<file path="src/design/tsjf_pkg.sv">
// ----------------------------------------------------------------------------
// tsjf_pkg
// Shared types and constants of the touch slot jitter filter.
// ----------------------------------------------------------------------------
package tsjf_pkg;

	localparam int NUM_SLOTS_DEF   = 10;
	localparam int MAX_POINTS_DEF  = 5;
	localparam int QUEUE_DEPTH_DEF = 4;

	localparam int ID_W    = 4;
	localparam int PX_W    = 12;
	localparam int COORD_W = 16;
	localparam int TH_W    = 8;
	localparam int TC_W    = 8;
	localparam int CFG_IDX_W = 3;

	// Register indexes of the configuration port.
	localparam logic [CFG_IDX_W-1:0] REG_LIMIT_X = 3'd0;
	localparam logic [CFG_IDX_W-1:0] REG_LIMIT_Y = 3'd1;
	localparam logic [CFG_IDX_W-1:0] REG_FLIP    = 3'd2;
	localparam logic [CFG_IDX_W-1:0] REG_BIG     = 3'd3;
	localparam logic [CFG_IDX_W-1:0] REG_SMALL   = 3'd4;

	localparam logic [COORD_W-1:0] LIMIT_X_RST = 16'd1024;
	localparam logic [COORD_W-1:0] LIMIT_Y_RST = 16'd600;
	localparam logic [COORD_W-1:0] FLIP_RST    = 16'd600;
	localparam logic [TH_W-1:0]    BIG_RST     = 8'd3;
	localparam logic [TH_W-1:0]    SMALL_RST   = 8'd1;

	// Input action codes.
	localparam logic ACT_POINT = 1'b0;
	localparam logic ACT_FRAME = 1'b1;

	typedef enum logic [1:0] {
		EV_REPORT  = 2'd0,
		EV_RELEASE = 2'd1,
		EV_SYNC    = 2'd2
	} ev_kind_t;

	typedef enum logic [2:0] {
		BK_IDLE,
		BK_CALC,
		BK_COMMIT,
		BK_WALK,
		BK_SYNC
	} bk_state_t;

	typedef struct packed {
		logic [COORD_W-1:0] limit_x;
		logic [COORD_W-1:0] limit_y;
		logic [COORD_W-1:0] flip;
		logic [TH_W-1:0]    mv_big;
		logic [TH_W-1:0]    mv_small;
	} cfg_t;

	// Command handed from the front end to the back end.
	typedef struct packed {
		logic               is_frame;
		logic [ID_W-1:0]    id;
		logic [PX_W-1:0]    px;
		logic [COORD_W-1:0] py;
		logic               zero_count;
	} cmd_t;

endpackage

</file>
<file path="src/design/tsjf_front.sv">
// ----------------------------------------------------------------------------
// tsjf_front
// Accepts input beats, enforces the per-frame point limit, drops points with
// an invalid id and queues the remaining work for the back end.
// ----------------------------------------------------------------------------
module tsjf_front import tsjf_pkg::*; #(
	parameter int NUM_SLOTS  = NUM_SLOTS_DEF,
	parameter int MAX_POINTS = MAX_POINTS_DEF
) (
	input  logic               clk,
	input  logic               arst_n,
	input  logic               in_valid,
	output logic               in_ready,
	input  logic               in_action,
	input  logic [ID_W-1:0]    in_id,
	input  logic [PX_W-1:0]    in_px,
	input  logic [COORD_W-1:0] in_py,
	input  logic [TC_W-1:0]    in_touches,
	output logic               push,
	output cmd_t               push_cmd,
	input  logic               q_full
);

	localparam int PW = $clog2(MAX_POINTS + 1);

	logic [PW-1:0] points_q;
	logic          accept;
	logic          room;
	logic          id_ok;

	assign in_ready = !q_full;
	assign accept   = in_valid && in_ready;
	assign room     = points_q < PW'(MAX_POINTS);
	assign id_ok    = (in_id != '0) && (in_id <= ID_W'(NUM_SLOTS));

	always_comb begin
		push_cmd.is_frame   = (in_action == ACT_FRAME);
		push_cmd.id         = in_id;
		push_cmd.px         = in_px;
		push_cmd.py         = in_py;
		push_cmd.zero_count = (in_touches == '0);
		if (in_action == ACT_FRAME) begin
			push = accept;
		end else begin
			push = accept && room && id_ok;
		end
	end

	always_ff @(posedge clk or negedge arst_n) begin
		if (!arst_n) begin
			points_q <= '0;
		end else if (accept) begin
			if (in_action == ACT_FRAME) begin
				points_q <= '0;
			end else if (room) begin
				points_q <= points_q + PW'(1);
			end
		end
	end

endmodule

</file>
<file path="src/design/tsjf_queue.sv">
// ----------------------------------------------------------------------------
// tsjf_queue
// Short first-word-fall-through queue of commands between front and back.
// ----------------------------------------------------------------------------
module tsjf_queue import tsjf_pkg::*; #(
	parameter int DEPTH = QUEUE_DEPTH_DEF
) (
	input  logic clk,
	input  logic arst_n,
	input  logic push,
	input  cmd_t push_cmd,
	input  logic pop,
	output cmd_t head,
	output logic empty,
	output logic full
);

	localparam int AW = $clog2(DEPTH);

	cmd_t        mem [DEPTH];
	logic [AW:0] wr_q;
	logic [AW:0] rd_q;

	assign empty = (wr_q == rd_q);
	assign full  = (wr_q[AW-1:0] == rd_q[AW-1:0]) && (wr_q[AW] != rd_q[AW]);
	assign head  = mem[rd_q[AW-1:0]];

	always_ff @(posedge clk) begin
		if (push && !full) begin
			mem[wr_q[AW-1:0]] <= push_cmd;
		end
	end

	always_ff @(posedge clk or negedge arst_n) begin
		if (!arst_n) begin
			wr_q <= '0;
			rd_q <= '0;
		end else begin
			if (push && !full) begin
				wr_q <= wr_q + (AW+1)'(1);
			end
			if (pop && !empty) begin
				rd_q <= rd_q + (AW+1)'(1);
			end
		end
	end

endmodule

</file>
<file path="src/design/tsjf_back.sv">
// ----------------------------------------------------------------------------
// tsjf_back
// Carries out queued commands: point smoothing against the slot state and the
// frame-end walk over all slots, feeding a registered output stage.
// ----------------------------------------------------------------------------
module tsjf_back import tsjf_pkg::*; #(
	parameter int NUM_SLOTS = NUM_SLOTS_DEF
) (
	input  logic               clk,
	input  logic               arst_n,
	input  cfg_t               cfg,
	input  cmd_t               head,
	input  logic               q_empty,
	output logic               pop,
	output logic               out_valid,
	input  logic               out_ready,
	output ev_kind_t           out_kind,
	output logic [ID_W-1:0]    out_slot,
	output logic [COORD_W-1:0] out_x,
	output logic [COORD_W-1:0] out_y,
	output logic               out_last
);

	localparam int IDX_W = (NUM_SLOTS > 1) ? $clog2(NUM_SLOTS) : 1;

	bk_state_t state_q;
	bk_state_t state_nxt;

	cmd_t               cmd_q;
	logic [IDX_W-1:0]   walk_q;
	logic [IDX_W-1:0]   idx;

	logic [COORD_W-1:0] kept_x_q [NUM_SLOTS];
	logic [COORD_W-1:0] kept_y_q [NUM_SLOTS];
	logic [1:0]         hit_q    [NUM_SLOTS];
	logic [NUM_SLOTS-1:0] seen_now_q;
	logic [NUM_SLOTS-1:0] seen_before_q;

	// Point stage registers.
	logic [COORD_W-1:0] kx_s1, ky_s1, ax_s1, ay_s1, dx_s1, dy_s1;
	logic [1:0]         hit_s1;

	// Calculation stage logic.
	logic [1:0]         hit_old;
	logic               first;
	logic [COORD_W-1:0] kx, ky, ax, ay;
	logic [COORD_W:0]   sum_x, sum_y;

	// Commit stage logic.
	logic [COORD_W-1:0] big_w, small_w, nx, ny, rx, ry;
	logic               both, on_screen;

	// Control.
	logic               out_free;
	logic               load_out;
	ev_kind_t           ld_kind;
	logic [ID_W-1:0]    ld_slot;
	logic [COORD_W-1:0] ld_x, ld_y;
	logic               ld_last;
	logic               commit_pt;
	logic               walk_step;
	logic               walk_rel;
	logic               out_valid_q;

	assign idx      = IDX_W'(cmd_q.id - ID_W'(1));
	assign out_free = !out_valid_q || out_ready;
	assign walk_rel = cmd_q.zero_count || (seen_before_q[walk_q] && !seen_now_q[walk_q]);

	always_comb begin
		hit_old = hit_q[idx];
		first   = (hit_old == 2'd0);
		kx      = first ? COORD_W'(cmd_q.px) : kept_x_q[idx];
		ky      = first ? cmd_q.py : kept_y_q[idx];
		sum_x   = {1'b0, kx} + (COORD_W+1)'(cmd_q.px);
		sum_y   = {1'b0, ky} + {1'b0, cmd_q.py};
		ax      = sum_x[COORD_W:1];
		ay      = sum_y[COORD_W:1];
	end

	always_comb begin
		big_w     = COORD_W'(cfg.mv_big);
		small_w   = COORD_W'(cfg.mv_small);
		both      = (dx_s1 > big_w && dy_s1 > small_w) || (dx_s1 > small_w && dy_s1 > big_w);
		nx        = (both || dx_s1 > big_w) ? ax_s1 : kx_s1;
		ny        = (both || dy_s1 > big_w) ? ay_s1 : ky_s1;
		rx        = ny;
		ry        = cfg.flip - nx;
		on_screen = (rx <= cfg.limit_x) && (ry <= cfg.limit_y);
	end

	always_comb begin
		state_nxt = state_q;
		pop       = 1'b0;
		load_out  = 1'b0;
		ld_kind   = EV_REPORT;
		ld_slot   = cmd_q.id;
		ld_x      = rx;
		ld_y      = ry;
		ld_last   = 1'b1;
		commit_pt = 1'b0;
		walk_step = 1'b0;
		case (state_q)
			BK_IDLE: begin
				if (!q_empty) begin
					pop       = 1'b1;
					state_nxt = head.is_frame ? BK_WALK : BK_CALC;
				end
			end
			BK_CALC: begin
				state_nxt = BK_COMMIT;
			end
			BK_COMMIT: begin
				if (out_free) begin
					commit_pt = 1'b1;
					load_out  = on_screen;
					state_nxt = BK_IDLE;
				end
			end
			BK_WALK: begin
				ld_kind = EV_RELEASE;
				ld_slot = ID_W'(walk_q) + ID_W'(1);
				ld_x    = '0;
				ld_y    = '0;
				ld_last = 1'b0;
				if (!walk_rel || out_free) begin
					walk_step = 1'b1;
					load_out  = walk_rel;
					if (walk_q == IDX_W'(NUM_SLOTS - 1)) begin
						state_nxt = BK_SYNC;
					end
				end
			end
			BK_SYNC: begin
				ld_kind = EV_SYNC;
				ld_slot = '0;
				ld_x    = '0;
				ld_y    = '0;
				if (out_free) begin
					load_out  = 1'b1;
					state_nxt = BK_IDLE;
				end
			end
			default: begin
				state_nxt = BK_IDLE;
			end
		endcase
	end

	always_ff @(posedge clk or negedge arst_n) begin
		if (!arst_n) begin
			state_q <= BK_IDLE;
		end else begin
			state_q <= state_nxt;
		end
	end

	// Command latch, walk counter and point stage.
	always_ff @(posedge clk or negedge arst_n) begin
		if (!arst_n) begin
			walk_q <= '0;
		end else if (pop) begin
			walk_q <= '0;
		end else if (walk_step) begin
			walk_q <= walk_q + IDX_W'(1);
		end
	end

	always_ff @(posedge clk) begin
		if (pop) begin
			cmd_q <= head;
		end
		if (state_q == BK_CALC) begin
			kx_s1  <= kx;
			ky_s1  <= ky;
			ax_s1  <= ax;
			ay_s1  <= ay;
			dx_s1  <= (ax > kx) ? ax - kx : kx - ax;
			dy_s1  <= (ay > ky) ? ay - ky : ky - ay;
			hit_s1 <= (hit_old == 2'd2) ? 2'd2 : hit_old + 2'd1;
		end
	end

	// Kept positions are only read once a slot has been hit, so no reset.
	always_ff @(posedge clk) begin
		if (commit_pt) begin
			kept_x_q[idx] <= nx;
			kept_y_q[idx] <= ny;
		end
	end

	always_ff @(posedge clk or negedge arst_n) begin
		if (!arst_n) begin
			for (int i = 0; i < NUM_SLOTS; i++) begin
				hit_q[i] <= '0;
			end
			seen_now_q    <= '0;
			seen_before_q <= '0;
		end else begin
			if (commit_pt) begin
				hit_q[idx]      <= hit_s1;
				seen_now_q[idx] <= 1'b1;
			end
			if (walk_step) begin
				if (walk_rel) begin
					hit_q[walk_q] <= '0;
				end
				seen_before_q[walk_q] <= seen_now_q[walk_q];
				seen_now_q[walk_q]    <= 1'b0;
			end
		end
	end

	// Output register.
	always_ff @(posedge clk or negedge arst_n) begin
		if (!arst_n) begin
			out_valid_q <= 1'b0;
		end else if (load_out) begin
			out_valid_q <= 1'b1;
		end else if (out_ready) begin
			out_valid_q <= 1'b0;
		end
	end

	always_ff @(posedge clk) begin
		if (load_out) begin
			out_kind <= ld_kind;
			out_slot <= ld_slot;
			out_x    <= ld_x;
			out_y    <= ld_y;
			out_last <= ld_last;
		end
	end

	assign out_valid = out_valid_q;

`ifndef SYNTHESIS
	a_walk_bound: assert property (@(posedge clk) disable iff (!arst_n)
		state_q == BK_WALK |-> walk_q <= IDX_W'(NUM_SLOTS - 1))
		else $error("frame walk ran past the last slot");
	a_report_slot: assert property (@(posedge clk) disable iff (!arst_n)
		out_valid_q && out_kind == EV_REPORT |->
			out_slot != '0 && out_slot <= ID_W'(NUM_SLOTS) && out_last)
		else $error("position report with a bad slot or without last");
	a_sync_form: assert property (@(posedge clk) disable iff (!arst_n)
		out_valid_q && out_kind == EV_SYNC |-> out_last && out_slot == '0)
		else $error("frame sync malformed");
	a_release_form: assert property (@(posedge clk) disable iff (!arst_n)
		out_valid_q && out_kind == EV_RELEASE |-> !out_last && out_x == '0 && out_y == '0)
		else $error("slot release malformed");
	a_no_load_stall: assert property (@(posedge clk) disable iff (!arst_n)
		load_out |-> out_free)
		else $error("output register overwritten while stalled");
`endif

endmodule

</file>
<file path="src/design/touch_slot_jitter_filter.sv">
// ----------------------------------------------------------------------------
// touch_slot_jitter_filter
// Per-contact touch tracker with jitter smoothing, axis swap and flip.
// ----------------------------------------------------------------------------
// Usage: input beats arrive on the s_ stream. tuser carries the action (touch
// point or end of frame), tdata the contact id, raw coordinates and the touch
// count. Result beats leave on the m_ stream with the event kind in tuser and
// tlast set on the final result that an input beat causes.
// Configuration registers are written over the cfg_ channel, which is always
// ready; write them only while the block is idle.
// A front end counts points per frame, drops points beyond the frame limit or
// with an invalid id, and queues the rest. A back end executes one queued
// command at a time. A touch point's command is popped, calculated into the
// point stage and committed, which loads its report into the output register
// if on screen; no new command is taken until the last one has finished. A
// frame end pops, walks the slots one per cycle while no release waits on a
// stalled receiver, and then loads the sync. Input is taken while the queue
// has room, even while a result waits.
// Reset clears the slot hit and seen state, the point counter, the queue and
// the output valid; configuration returns to its default values. When the
// receiver stalls, the output register holds its beat, the back end waits
// and the queue fills, after which s_tready drops.
// ----------------------------------------------------------------------------
module touch_slot_jitter_filter import tsjf_pkg::*; #(
	parameter int NUM_SLOTS   = NUM_SLOTS_DEF,
	parameter int MAX_POINTS  = MAX_POINTS_DEF,
	parameter int QUEUE_DEPTH = QUEUE_DEPTH_DEF
) (
	input  logic                 clk,
	input  logic                 arst_n,
	input  logic                 s_tvalid,
	output logic                 s_tready,
	// contact_id[3:0], point_x[15:4], point_y[31:16], touch_count[39:32]
	input  logic [39:0]          s_tdata,
	// action[0]
	input  logic                 s_tuser,
	output logic                 m_tvalid,
	input  logic                 m_tready,
	// slot[3:0], out_x[19:4], out_y[35:20], zero fill [39:36]
	output logic [39:0]          m_tdata,
	// event_kind[1:0]
	output logic [1:0]           m_tuser,
	output logic                 m_tlast,
	input  logic                 cfg_valid,
	output logic                 cfg_ready,
	input  logic [CFG_IDX_W-1:0] cfg_index,
	input  logic [COORD_W-1:0]   cfg_data
);

	cfg_t               cfg_q;
	logic               push;
	cmd_t               push_cmd;
	cmd_t               head;
	logic               q_empty;
	logic               q_full;
	logic               pop;
	ev_kind_t           out_kind;
	logic [ID_W-1:0]    out_slot;
	logic [COORD_W-1:0] out_x;
	logic [COORD_W-1:0] out_y;

	// Register file. Writes to indexes beyond the list are dropped.
	assign cfg_ready = 1'b1;

	always_ff @(posedge clk or negedge arst_n) begin
		if (!arst_n) begin
			cfg_q.limit_x  <= LIMIT_X_RST;
			cfg_q.limit_y  <= LIMIT_Y_RST;
			cfg_q.flip     <= FLIP_RST;
			cfg_q.mv_big   <= BIG_RST;
			cfg_q.mv_small <= SMALL_RST;
		end else if (cfg_valid && cfg_ready) begin
			case (cfg_index)
				REG_LIMIT_X: cfg_q.limit_x  <= cfg_data;
				REG_LIMIT_Y: cfg_q.limit_y  <= cfg_data;
				REG_FLIP:    cfg_q.flip     <= cfg_data;
				REG_BIG:     cfg_q.mv_big   <= cfg_data[TH_W-1:0];
				REG_SMALL:   cfg_q.mv_small <= cfg_data[TH_W-1:0];
				default: begin
				end
			endcase
		end
	end

	tsjf_front #(
		.NUM_SLOTS  (NUM_SLOTS),
		.MAX_POINTS (MAX_POINTS)
	) u_front (
		.clk        (clk),
		.arst_n     (arst_n),
		.in_valid   (s_tvalid),
		.in_ready   (s_tready),
		.in_action  (s_tuser),
		.in_id      (s_tdata[3:0]),
		.in_px      (s_tdata[15:4]),
		.in_py      (s_tdata[31:16]),
		.in_touches (s_tdata[39:32]),
		.push       (push),
		.push_cmd   (push_cmd),
		.q_full     (q_full)
	);

	tsjf_queue #(
		.DEPTH (QUEUE_DEPTH)
	) u_queue (
		.clk      (clk),
		.arst_n   (arst_n),
		.push     (push),
		.push_cmd (push_cmd),
		.pop      (pop),
		.head     (head),
		.empty    (q_empty),
		.full     (q_full)
	);

	tsjf_back #(
		.NUM_SLOTS (NUM_SLOTS)
	) u_back (
		.clk       (clk),
		.arst_n    (arst_n),
		.cfg       (cfg_q),
		.head      (head),
		.q_empty   (q_empty),
		.pop       (pop),
		.out_valid (m_tvalid),
		.out_ready (m_tready),
		.out_kind  (out_kind),
		.out_slot  (out_slot),
		.out_x     (out_x),
		.out_y     (out_y),
		.out_last  (m_tlast)
	);

	assign m_tuser = out_kind;
	assign m_tdata = {4'd0, out_y, out_x, out_slot};

endmodule

</file>
<file path="config.mk">
export PLATFORM = sky130hd
export DESIGN_NAME = touch_slot_jitter_filter
export DESIGN_NICKNAME = d
export VERILOG_FILES = /design/src/design/tsjf_pkg.sv /design/src/design/tsjf_front.sv /design/src/design/tsjf_queue.sv /design/src/design/tsjf_back.sv /design/src/design/touch_slot_jitter_filter.sv
export SDC_FILE = /design/constraint.sdc
export NUM_CORES = 1
export LEC_CHECK = 0
export BUFFER_PORTS_ARGS = -buffer_cell sky130_fd_sc_hd__buf_4
export CORE_UTILIZATION = 35
export CTS_CLUSTER_SIZE = 14
export DETAILED_ROUTE_END_ITERATION = 8
export PLACE_DENSITY_LB_ADDON = 0.1
export SETUP_SLACK_MARGIN = 0.5
export SLEW_MARGIN = 30
export SYNTH_ARGS = -nofsm -noshare
export SYNTH_HDL_FRONTEND = slang
export SYNTH_HIERARCHICAL = 1
export SYNTH_SLANG_ARGS = --single-unit
</file>
<file path="constraint.sdc">
create_clock -name clk -period 27.6 [get_ports clk]
set_input_delay 2.76 -clock clk [delete_from_list [all_inputs] [get_ports clk]]
set_output_delay 2.76 -clock clk [all_outputs]
set_load 0.02 [all_outputs]
</file>
---- Word level (Yosys, flattened, before mapping) ----
Memories as Yosys holds them, arrays and structs flattened.
Cells that the tools add are included.
word-level totals
  register bits after elaboration ......... 291
  RAM bits ................................ 456
  output and inout port bits .............. 46
  memories kept ........................... 3
operators by class
  add/sub/neg operators ................... 13
  $lt $le $gt $ge ......................... 18
  equality and inequality tests ........... 17
  mux-type cells .......................... 57
  bitwise gates (word level) .............. 7
  reductions and logical operators ........ 43
memories
  name             depth  bits a word  read ports  clocked after memory_dff  wr ports  line              source
  u_back.kept_x_q  10     16           1           0                         1         tsjf_back.sv:33   logic [COORD_W-1:0] kept_x_q [NUM_SLOTS];
  u_back.kept_y_q  10     16           1           0                         1         tsjf_back.sv:34   logic [COORD_W-1:0] kept_y_q [NUM_SLOTS];
  u_queue.mem      4      34           1           0                         1         tsjf_queue.sv:20  cmd_t mem [DEPTH];
operator list
  cell                                                 number
  2-to-1 mux 16 bit                                    6
  subtractor 16 bit                                    5
  > comparator 16 x 8 -> 1 bit                         4
  2-to-1 mux 20 bit                                    3
  > comparator 16 bit                                  2
  <= comparator 16 bit                                 2
  bitwise AND 20 bit                                   1
  bitwise mux 20 bit                                   1
  2-to-1 mux 1 bit                                     20
  2-to-1 mux 10 bit                                    2
  NOT 20 bit                                           1
  2-to-1 mux 3 bit                                     6
  adder 16 x 12 -> 17 bit                              1
  adder 16 x 16 -> 17 bit                              1
  demux 2 bit (select 4 bit)                           2
  logical AND 1 bit                                    15
  equality test 3 x 2 -> 1 bit, second input constant  4
  case mux 3 bit (4 select lines)                      1
  AND reduction 2 bit                                  6
  bitwise AND 10 bit                                   1
  bitwise mux 10 bit                                   1
  >= comparator 5 bit, second input constant           2
  < comparator 4 x 5 -> 1 bit, second input constant   2
  < comparator 5 x 1 -> 1 bit, second input constant   2
  other kinds (36)                                     64

---- Longest topological paths before layout ----
  depth in word-level cells ............... 11
  depth in mapped cells ................... 43

---- Cells and area by module ----
The synthesis kept the hierarchy.
by module, submodules not included
  module                    instances  cells an instance  area each (µm²)  sequential area each (µm²)
  tsjf_back                 1          2044               27497.6          15915.3
  tsjf_queue                1          226                5420.2           4234.1
  touch_slot_jitter_filter  1          146                2511.2           1616.6
  tsjf_front                1          58                 470.5            75.1

---- Worst setup path after synthesis ----
Ideal clock, no wire load.
  path type ............................... register to register
  start point ............................. reg u_back/cmd_q[29] (netlist bit)
  end point ............................... reg u_back.dy_s1[14] (data pin)
  setup time .............................. 0.259 ns
  data arrival time ....................... 9.150 ns
  required time ........................... 27.341 ns
  setup slack ............................. 18.191 ns
  cell stages (with the launch flop) ...... 42
  buffers on the path ..................... 12
  clock period less this slack ............ 9.409 ns
  cell sequence ........................... edfxtp_1 buf_6 buf_4 buf_2 buf_2 clkbuf_1 inv_1 ha_1 clkbuf_1 buf_2 clkbuf_1 clkbuf_1 mux4_2 nand2_1 a21oi_1 a31o_2 inv_1 ha_1 [6 not listed] a21o_1 a21oi_1 o21bai_1 a211oi_1 nor3_1 nand3b_1 o211ai_1 o21ai_0 xor2_1 ha_1 o21ai_0 nand2b_1 a31o_2 o21ai_4 mux2_2 a211o_1 a31oi_1 xnor2_1
on the way
  cells in the longest elaborated chain, start to end .. 10
  elaborated cells on any way between the ends .. 13
RTL lines
  element                                                          line              source
  start: declaration                                               tsjf_back.sv:29   cmd_t cmd_q;
  start signal: assignment                                         tsjf_back.sv:170  cmd_q <= head;
  subtractor 4 x 1 -> 4 bit *                                      tsjf_back.sv:65   assign idx = IDX_W'(cmd_q.id - ID_W'(1));
  NOT 4 -> 5 bit (implied by the code)                             tsjf_back.sv:70   hit_old = hit_q[idx];
  binary-select mux 2 bit (select 4 bit)                           tsjf_back.sv:70
  2-to-1 mux 2 bit (implied by the code) (2 in a row)              tsjf_back.sv:70
  zero test 2 bit                                                  tsjf_back.sv:71   first = (hit_old == 2'd0);
  2-to-1 mux 16 bit *                                              tsjf_back.sv:73   ky = first ? cmd_q.py : kept_y_q[idx];
  via u_back.ky[1]                                                 tsjf_back.sv:46   logic [COORD_W-1:0] kx, ky, ax, ay;
  adder 16 x 16 -> 17 bit *                                        tsjf_back.sv:75   sum_y = {1'b0, ky} + {1'b0, cmd_q.py};
  via u_back.sum_y[14]                                             tsjf_back.sv:47   logic [COORD_W:0] sum_x, sum_y;
  subtractor 16 bit / > comparator 16 bit (equally long branches)  tsjf_back.sv:178  dy_s1 <= (ay > ky) ? ay - ky : ky - ay;
  2-to-1 mux 16 bit *                                              tsjf_back.sv:178
  end signal: assignment                                           tsjf_back.sv:178
  end: declaration                                                 tsjf_back.sv:40   logic [COORD_W-1:0] kx_s1, ky_s1, ax_s1, ay_s1, dx_s1, dy_s1;
Mark *: on every way through the listed nets, which the timed path passes. The rest lies on a longest branch. The select of a mux whose other input is x is not followed.
A chain may end at the register's enable or synchronous reset.

---- Final worst setup path ----
  start point ............................. reg u_back/cmd_q[29] (netlist bit)
  end point ............................... reg u_back.dx_s1[14] (data pin)
on the way
  cells in the longest elaborated chain, start to end .. 10
  elaborated cells on any way between the ends .. 13
RTL lines
  element                                                          line              source
  subtractor 4 x 1 -> 4 bit *                                      tsjf_back.sv:65
  NOT 4 -> 5 bit (implied by the code)                             tsjf_back.sv:70
  binary-select mux 2 bit (select 4 bit)                           tsjf_back.sv:70
  2-to-1 mux 2 bit (implied by the code) (2 in a row)              tsjf_back.sv:70
  zero test 2 bit                                                  tsjf_back.sv:71
  2-to-1 mux 16 bit *                                              tsjf_back.sv:72   kx = first ? COORD_W'(cmd_q.px) : kept_x_q[idx];
  via u_back.kx[1]                                                 tsjf_back.sv:46
  adder 16 x 12 -> 17 bit *                                        tsjf_back.sv:74   sum_x = {1'b0, kx} + (COORD_W+1)'(cmd_q.px);
  via u_back.sum_x[14]                                             tsjf_back.sv:47
  subtractor 16 bit / > comparator 16 bit (equally long branches)  tsjf_back.sv:177  dx_s1 <= (ax > kx) ? ax - kx : kx - ax;
  2-to-1 mux 16 bit *                                              tsjf_back.sv:177
  end signal: assignment                                           tsjf_back.sv:177
  end: declaration                                                 tsjf_back.sv:40
Marks and branches as above.

==> impl_metrics.yaml <==
status:
  outcome: "finished clean"
critical_path:
  r2r_cells: 32
  arrival_ns: 9.89
  path_max_fanout: 108
  crit_type: "register to register"
  critPathLaunchType: "register"
  r2r-start: "u_back/cmd_q[29]$_DFFE_PP_"
  crit_path_frequent_cell: "a21oi_1"
  endpoint_kind: "register"
  cp_slowest_cell: "ha_4"
  timing.rr.end: "u_back/dx_s1[14]$_DFFE_PN_"
  regToRegSetupSlack_ns: 18.16
  required_ns: 28.06
  critPathMaxStageDelay_ns: 0.68
clock_tree:
  cts.sinks: 747
  clk_latency_ns: 0.66
  cts_root_buffer: "clkbuf_16"
  ctsResizeCount: 0
  htreeDepth: 3
  postCtsHoldBufs: 0
  clock_path_buffers: 3
  cts_setup_buffers: 0
  cts_tree: "built"
  clkTransAtPathRegs_ns: 0.06
  cts_buffers: 85
sta:
  finalSetupViolCount: 0
  clock.fmax_ghz: 0.1060
  skew_ns: 0.03851
  final.period_utilization_pct: 34.19
  finalHoldViolCount: 0
  worst_slew_pin_slew_ns: 0.9356
  rsz0062_at_grt: "false"
  fin_crit_ns: 9.436
  fin_setup_tns_ns: 0
  finalMaxSlewViolations: 0
  max-slew-margin-rel_pct: 37.63
synth:
  yosysWarnings: 6
  synth.top_cell.area_share_pct: 52.36
  ys_seq_area_share_pct: 60.84
  synth_cells: 2474
  synth_top_cell_by_area: "edfxtp_1"
  async_flop_share_pct: 16.20
  syn_area_per_cell_sq_um: 14.51
  ys_ff_latch: 747
  ys_types: 86
  synth_edf_count: 626
  synth_ff_type: "edfxtp_1"
  mappedNetlistArea_sq_um: 35900
  ys_top_cells_by_area: "edfxtp_1 52%, dfrtp_1 7.6%, mux4_2 6.6%"
min_path:
  worstHoldEndpoint: "u_back/seen_before_q[3]$_DFFE_PN0P_"
  min-delay-start: "u_back/seen_before_q[3]$_DFFE_PN0P_"
  hold_depth: 2
  min_path_type: "register to register"
grt:
  antenna_found_initial: 5
  grt_pass1_wl_um: 136600
  track_usage_pct: 17.84
  grt_max_degree: 109
  grt_pass1_vias: 21060
  overflow: 0
floorplanning:
  ioPinCount: 111
  dieWidth_um: 322.3
  die_height_um: 322.3
  rows: 117
  fp.dieArea_sq_um: 103900
  core-area_sq_um: 101700
  initial_core_util_pct: 35.29
cells_and_area:
  num-fill-cells: 9478
  layout_common_cells: "626 x edfxtp_1, 182 x ha_1, 167 x inv_1"
  area_delta_synth_final_pct: 13.68
  nets: 2834
  final_common_cell: "edfxtp_1"
  drive_gt1_share_pct: 20.99
placed_design:
  gp_congestion: 0.8819
  io_buffers: 105
  dp_hpwl_um: 62720
routing:
  drc: 0
  drt_first_pass_iters: 6
  final_antenna_net_count: 0
  routed_wl_um: 91210
  via_per_inst: 5.068
  wl_per_cell_um: 22.73
  drtIter0Drc: 1238
  vias: 20340
flow_run:
  drv_cap: 0
-- synth_stat cells (24+ instances only) --
cell	count
and2_1	43
nor2b_1	33
xnor2_1	52
a21oi_1	119
clkbuf_1	48
o21a_1	52
xor2_1	31
mux2i_1	86
o21ai_0	63
buf_4	39
nor2_1	107
nand2_1	117
a21o_1	40
mux2_2	117
mux4_2	106
edfxtp_1	626
buf_2	24
dfrtp_1	109
inv_1	168
ha_1	184
-- cell families (layout without fill, tap and decap cells) --
logic type	count (synthesis)	after routing	share of synthesized area (%)
compound gates	394	394	7.249
xor+xnor	86	86	2.161
fa+ha+maj	191	191	6.803
buf+inv	296	463	3.795
flops	747	747	60.84
mux	311	311	12.78
other cells	2	6	0.02092
simple gates	447	447	6.350
-- worst max path at each step --
stage | to | start | depth (start not counted) | slack, ns
after global routing | u_back/dx_s1[14]$_DFFE_PN_ | u_back/cmd_q[29]$_DFFE_PP_ | 32 | 17.52
after floorplan | u_back/dy_s1[14]$_DFFE_PN_ | u_back/cmd_q[29]$_DFFE_PP_ | 41 | 18.19
after detailed placement | u_back/dx_s1[14]$_DFFE_PN_ | u_back/cmd_q[29]$_DFFE_PP_ | 32 | 18.24
after CTS | u_back/dx_s1[14]$_DFFE_PN_ | u_back/cmd_q[29]$_DFFE_PP_ | 32 | 18.15
final | u_back/dx_s1[14]$_DFFE_PN_ | u_back/cmd_q[29]$_DFFE_PP_ | 32 | 18.16
after global placement | u_back/dx_s1[14]$_DFFE_PN_ | u_back/cmd_q[29]$_DFFE_PP_ | 32 | 18.44
-- area by class of cell --
class / count / area, sq um / share of cell area [%]
diodes: 1 / 2.502 / 0.006132
clock buffers: 101 / 2208 / 5.411
clock inverters: 52 / 568.0 / 1.392
inverters: 169 / 634.4 / 1.554
multi-input cells: 1434 / 12770 / 31.30
flip-flops and latches: 747 / 21840 / 53.52
well taps: 1368 / 1712 / 4.194
repair buffers: 141 / 1071 / 2.624
-- routing by layer --
layer	GRT usage (%)	up-vias	wire (um)	part of all wire, %
met5	0	-	0	0
met4	5.947	0	2457	2.7
met3	2.938	124	4203	4.6
met2	28.97	437	43230	47
met1	24.27	10310	41320	45
li1	-	9470	-	-
-- per-stage QoR --
step | area, sq um | cells | setup slack (ns) | hold slack, ns | util (%)
floorplan | 35910 | 2477 | 18.19 | 0.4446 | -
CTS | 40800 | 4012 | 18.15 | 0.4880 | 40.10
detailed placement | 38020 | 3859 | 18.24 | 0.4731 | 37.37
global route | 40810 | 4012 | 17.52 | 0.5183 | 40.11
finish | 40810 | 4013 | 18.16 | 0.4866 | 40.11
global placement | 38020 | 3858 | 18.44 | 0.4554 | 37.36
-- flip-flops by register name (all words and copies together) (netlist names), 20 cells and up --
name             cells
u_back/kept_x_q    160
u_back/hit_q        20
u_queue/mem        136
cfg_q               64
u_back/cmd_q        33
u_back/kept_y_q    160
-- critical path, delay by kind of cell, from the launching register on --
| family | cells | cell delay [ns] |
|---|---|---|
| compound gates | 14 | 3.36 |
| xor+xnor | 1 | 0.12 |
| fa+ha+maj | 4 | 1.79 |
| buf+inv | 5 | 1.90 |
| flops | 1 | 0.37 |
| mux | 3 | 0.90 |
| simple gates | 5 | 0.64 |
Power is not shown: default switching activity piles up to over one toggle a cycle in this logic, so the estimate is an artifact.
